[config.mk]
export PLATFORM = sky130hd
export DESIGN_NAME = vab_front
export DESIGN_NICKNAME = d
export VERILOG_FILES = /design/src/rtl/core/vab_pkg.sv /design/src/rtl/core/vab_front.sv
export SDC_FILE = /design/constraint.sdc
export NUM_CORES = 2
export LEC_CHECK = 0
export BUFFER_PORTS_ARGS = -buffer_cell sky130_fd_sc_hd__buf_2
export CAP_MARGIN = 5
export CORE_MARGIN = 5
export CORE_UTILIZATION = 53
export DETAILED_ROUTE_END_ITERATION = 16
export PLACE_DENSITY = 0.71
export RECOVER_POWER = 25
export SLEW_MARGIN = 0
export SYNTH_ARGS = -nofsm -noshare
export SYNTH_HDL_FRONTEND = slang
export SYNTH_SLANG_ARGS = --single-unit
[constraint.sdc]
create_clock -name aclk -period 11.99 [get_ports aclk]
set_input_delay 0.5995 -clock aclk [delete_from_list [all_inputs] [get_ports aclk]]
set_output_delay 0.5995 -clock aclk [all_outputs]
set_load 0.01 [all_outputs]
[src/rtl/core/vab_pkg.sv]
`timescale 1ns / 1ps
package vab_pkg;

    localparam int MAX_LEN_DEF  = 16;
    localparam int CORDIC_STEPS = 21;
    localparam int STEP_W       = 5;
    localparam int DOT_W        = 48;
    localparam int SQ_W         = 48;
    localparam logic [22:0] PI_Q20      = 23'd3294199;
    localparam logic [22:0] HALF_PI_Q20 = 23'd1647099;
    localparam logic [15:0] DEG_180_Q8  = 16'd46080;
    // floor(2^38 / PI_Q20); the degree estimate it gives is low by at most one
    localparam logic [16:0] DEG_RECIP   = 17'd83443;

    typedef enum logic [1:0] {
        ST_OK       = 2'd0,
        ST_ZERO_LEN = 2'd1,
        ST_TOO_LONG = 2'd2
    } status_t;

    // closed vector sums handed from the front end to the back end
    typedef struct packed {
        logic signed [DOT_W-1:0] dot;
        logic [SQ_W-1:0]         sq_a;
        logic [SQ_W-1:0]         sq_b;
        status_t                 status;
    } job_t;

    typedef enum logic [3:0] {
        BE_IDLE,
        BE_NORM,
        BE_SQRT,
        BE_MUL,
        BE_DIV,
        BE_CLAMP,
        BE_SQR,
        BE_SIN,
        BE_LOAD,
        BE_CORDIC,
        BE_THETA,
        BE_DEG,
        BE_DEGDIV,
        BE_OUT
    } be_state_t;

    function automatic logic [20:0] atan_q20(input logic [STEP_W-1:0] i);
        case (i)
            5'd0:  atan_q20 = 21'd823550;
            5'd1:  atan_q20 = 21'd486170;
            5'd2:  atan_q20 = 21'd256879;
            5'd3:  atan_q20 = 21'd130396;
            5'd4:  atan_q20 = 21'd65451;
            5'd5:  atan_q20 = 21'd32757;
            5'd6:  atan_q20 = 21'd16383;
            5'd7:  atan_q20 = 21'd8192;
            5'd8:  atan_q20 = 21'd4096;
            5'd9:  atan_q20 = 21'd2048;
            5'd10: atan_q20 = 21'd1024;
            5'd11: atan_q20 = 21'd512;
            5'd12: atan_q20 = 21'd256;
            5'd13: atan_q20 = 21'd128;
            5'd14: atan_q20 = 21'd64;
            5'd15: atan_q20 = 21'd32;
            5'd16: atan_q20 = 21'd16;
            5'd17: atan_q20 = 21'd8;
            5'd18: atan_q20 = 21'd4;
            5'd19: atan_q20 = 21'd2;
            5'd20: atan_q20 = 21'd1;
            default: atan_q20 = 21'd0;
        endcase
    endfunction

endpackage

[src/rtl/core/vab_front.sv]
`timescale 1ns / 1ps
module vab_front #(
    parameter int MAX_LEN = vab_pkg::MAX_LEN_DEF
) (
    input  logic               aclk,
    input  logic               aresetn,
    input  logic               s_valid,
    output logic               s_ready,
    input  logic signed [15:0] s_a_elem,
    input  logic signed [15:0] s_b_elem,
    input  logic               s_last,
    output logic               job_valid,
    input  logic               job_ready,
    output vab_pkg::job_t      job
);
    localparam int CNT_W = $clog2(MAX_LEN + 1);

    logic signed [vab_pkg::DOT_W-1:0] dot_reg;
    logic [vab_pkg::SQ_W-1:0]         sqa_reg, sqb_reg;
    logic [CNT_W-1:0]                 cnt_reg;
    logic                             ovf_reg;
    logic                             take, room;
    logic signed [vab_pkg::DOT_W-1:0] dot_next;
    logic [vab_pkg::SQ_W-1:0]         sqa_next, sqb_next;
    logic signed [31:0]               pab, paa, pbb;

    // the queue holds one closed job; a last pair waits until it is free
    assign s_ready = !s_last || !job_valid || job_ready;
    assign take    = s_valid && s_ready;
    assign room    = cnt_reg < CNT_W'(MAX_LEN);

    assign pab = s_a_elem * s_b_elem;
    assign paa = s_a_elem * s_a_elem;
    assign pbb = s_b_elem * s_b_elem;
    assign dot_next = room ? dot_reg + vab_pkg::DOT_W'(pab) : dot_reg;
    assign sqa_next = room ? sqa_reg + vab_pkg::SQ_W'($unsigned(paa)) : sqa_reg;
    assign sqb_next = room ? sqb_reg + vab_pkg::SQ_W'($unsigned(pbb)) : sqb_reg;

    // accumulators
    always_ff @(posedge aclk) begin
        if (!aresetn) begin
            dot_reg <= '0; sqa_reg <= '0; sqb_reg <= '0;
            cnt_reg <= '0; ovf_reg <= 1'b0;
        end else if (take) begin
            if (s_last) begin
                dot_reg <= '0; sqa_reg <= '0; sqb_reg <= '0;
                cnt_reg <= '0; ovf_reg <= 1'b0;
            end else begin
                dot_reg <= dot_next; sqa_reg <= sqa_next; sqb_reg <= sqb_next;
                if (room) cnt_reg <= cnt_reg + 1'b1;
                else      ovf_reg <= 1'b1;
            end
        end
    end

    // job queue stage with classification
    always_ff @(posedge aclk) begin
        if (!aresetn) begin
            job_valid <= 1'b0;
        end else begin
            if (take && s_last) begin
                job_valid <= 1'b1;
                job.dot  <= dot_next;
                job.sq_a <= sqa_next;
                job.sq_b <= sqb_next;
                if (ovf_reg || !room)
                    job.status <= vab_pkg::ST_TOO_LONG;
                else if (sqa_next == '0 || sqb_next == '0)
                    job.status <= vab_pkg::ST_ZERO_LEN;
                else
                    job.status <= vab_pkg::ST_OK;
            end else if (job_valid && job_ready) begin
                job_valid <= 1'b0;
            end
        end
    end

`ifndef SYNTHESIS
    a_cnt_bound: assert property (@(posedge aclk) disable iff (!aresetn)
        cnt_reg <= CNT_W'(MAX_LEN)) else $error("count past limit");
    a_last_clears: assert property (@(posedge aclk) disable iff (!aresetn)
        take && s_last |=> cnt_reg == '0 && !ovf_reg) else $error("state not cleared");
    a_ovf_full: assert property (@(posedge aclk) disable iff (!aresetn)
        ovf_reg |-> !room) else $error("overflow before full");
`endif
endmodule

==> metrics.md <==
| Metric | Value |
|---|---|
| First-pass DRT Iterations | `6` |
| Core Footprint | `87970 um2` |
| WS Path Type | `in2reg` |
| Fmax achieved | `97.82 MHz` |
| Vias in the first global route | `36360` |
| Post-Syn Area | `46750 um2` |
| # DRC | `0` |
| Asr flop ratio synth | `0%` |
| GRT Total Usage | `26.45%` |
| Remaining antenna violation count | `0` |
| Run status | `complete, but fails checks` |
| Data required, critical path | `12.44 ns` |
| Final max-slew violation count | `148` |
| TritonCTS clock tree | `built` |
| First-pass GRT wire length | `198.5 mm` |
| Total of max-cap violations | `2` |
| CTS max path bufs | `3` |
| Met1 Use GR | `33.95%` |
| Worst r2r src | `dot_reg[15]` |
| Clock skew | `0.02660 ns` |
| Largest net degree at the start of global routing | `88` |
| Final min period | `10.22 ns` |
| Initial Util | `53.14%` |
| Clk pin slew, worst setup/hold paths | `0.07 ns` |
| Max Fanout on Critical Path | `15` |
| Synth warn | `0` |
| IO buf count | `184` |
| Met2 usage | `46.24%` |
| EDFF count, synth | `146` |
| Most common cell on crit path | `fa_1` |
| CP max stage delay | `0.75 ns` |
| Root Buffer | `clkbuf_16` |
| Met3 Use GR | `2.775%` |
| Max reg flops | `146` |
| Area Growth Syn to Fin | `5.942%` |
| Prevailing post-synth register cell | `dfxtp_1` |
| Chip Width | `307.0 um` |
| Avg Synthesized Cell Area | `9.376 um2` |
| Setup Buffers After CTS | `0` |
| CP endpoint kind | `flop` |
| Average wire per standard cell | `19.95 um` |
| Critical Path AT | `10.68 ns` |
| Final setup fails | `0` |
| Initial antenna violation count | `3` |
| Commonest non-fill, non-tap cell in the layout | `inv_1` |
| Die Ht | `307.0 um` |
| DR iter-0 viols | `2573` |
| Syn Inst Count | `4986` |
| Largest register by flop count | `job` |
| #FFs+latches synth | `297` |
| Final Hold Viols | `0` |
| Die ar. | `94240 um2` |
| RSZ-0062 raised after global routing | `no` |
| I/O pin cnt | `185` |
| # rows | `109` |
| Failing checks | `capacitance limit, slew limit` |
| Yosys cell types | `88` |
| H-tree depth | `1` |
| Share of cells above drive strength 1 | `3.830%` |
| Sequential-to-total area share from yosys stat | `15.84%` |
| DPL Wire Length | `98.56 mm` |
| Hold Crit Class | `in2reg` |
| Final nets | `6293` |
| Worst slew margin | `-121.7%` |
| Fin crit share | `85.26%` |
| Worst-skew pair later-pin latency | `0.59 ns` |
| Cts bufs inserted | `29` |
| Hold Path Origin | `job_ready` |
| Routed vias/inst | `5.609` |
| Gr ovfl total | `0` |
| Slew of the pin with the lowest slew margin | `3.326 ns` |
| Setup crit start kind | `input port` |
| Vias | `34950` |
| Crit path from | `s_a_elem[15]` |
| Most frequent cells in the layout | `inv_1, fa_1, nand2_1` |
| Resize count post-CTS | `0` |
| Net Count, Synth | `6237` |
| GR peak layer | `met2` |
| Crit-path slowest cell | `fa_1` |
| Setup TNS | `0 ns` |
| CTS Hold Bufs | `0` |
| Final Wtd Congestion | `0.9473` |
| Total Routed Length | `124.3 mm` |
| Clock Sinks | `297` |
==> layout make-up <==
class	count	area (um2)
Antenna cell	1	2.502
Clock inverter	21	256.5
Clock buffer	33	770.7
Sequential cell	297	7411
Fill cell	7886	38440
Tap cell	1165	1458
Inverter	1008	3784
Multi-Input combinational cell	3476	34760
Timing Repair Buffer	230	1081
==> logic make-up after synthesis <==
group | after synthesis | synth area share, %
AOI/OAI and AO/OA | 746 | 10.49
xor gates and xnor gates | 210 | 3.934
adders and majority gates | 1214 | 45.93
buffers and inverters | 1213 | 9.842
DFF | 297 | 15.84
muxes | 24 | 0.5621
and+or+nand+nor | 1282 | 13.39
==> stage by stage <==
stage	instance area [um2]	utilization, %	std cells	setup WS [ns]	hold WS, ns
after floorplan	46750	-	4986	2.564	0.4290
after CTS	49710	56.51	6230	1.854	0.2859
after detailed placement	48680	55.34	6176	1.279	0.4523
after global placement	48680	55.34	6176	1.408	0.4532
final	49530	56.30	6231	1.767	0.3050
after global routing	49520	56.30	6230	1.291	0.3239
==> synth_stat cells (10+ instances only) <==
cell type | count | share of area (%)
a211oi_1 | 21 | 0.34
a21boi_0 | 20 | 0.32
a21o_1 | 80 | 1.3
a21oi_1 | 144 | 1.5
a22oi_1 | 117 | 1.9
a31o_2 | 10 | 0.19
a31oi_1 | 30 | 0.40
and2_1 | 163 | 2.2
and3_1 | 27 | 0.36
buf_1 | 13 | 0.10
clkbuf_1 | 184 | 1.5
dfxtp_1 | 151 | 6.5
edfxtp_1 | 146 | 9.4
fa_1 | 837 | 36
ha_1 | 377 | 10
inv_1 | 1001 | 8.0
mux2_2 | 18 | 0.43
nand2_1 | 523 | 4.2
nand2b_1 | 40 | 0.54
nand3_1 | 39 | 0.42
nand3b_1 | 15 | 0.24
nand4_1 | 28 | 0.37
nor2_1 | 187 | 1.5
nor2b_1 | 141 | 1.9
nor3_1 | 38 | 0.41
nor4_1 | 10 | 0.13
o211ai_1 | 10 | 0.16
o21a_1 | 17 | 0.27
o21ai_0 | 170 | 1.8
o21bai_1 | 33 | 0.53
o31ai_1 | 16 | 0.26
or2_2 | 11 | 0.15
or3_1 | 17 | 0.23
or4_1 | 14 | 0.22
xnor2_1 | 147 | 2.8
xor2_1 | 63 | 1.2
==> routing by layer <==
layer  part of all wire [%]  up-vias
li1                       -    15910
met1                     39    17560
met2                     50     1172
met3                    5.6      306
met4                    5.3        4
met5                  0.014        -
==> worst paths after layout <==
| path | cells after the start | end | slack (ns) |
|---|---|---|---|
| hold reg to reg | 2 | ovf_reg | 0.47 |
| setup reg to reg | 22 | job[144] | 5.17 |
| setup / recovery | 33 | job[0] | 1.77 |
| hold / removal | 3 | job_valid | 0.31 |
==> critical path, delay by kind of cell <==
kind | cells | cell delay [ns]
simple gates | 8 | 1.63
compound gates | 10 | 2.61
xor+xnor | 2 | 0.36
fa+ha+maj | 8 | 4.09
buf+inv | 5 | 1.33
Power is left out: the tool's default activity adds up to more than one toggle a clock period on the data nets, which glitch-free logic cannot reach.
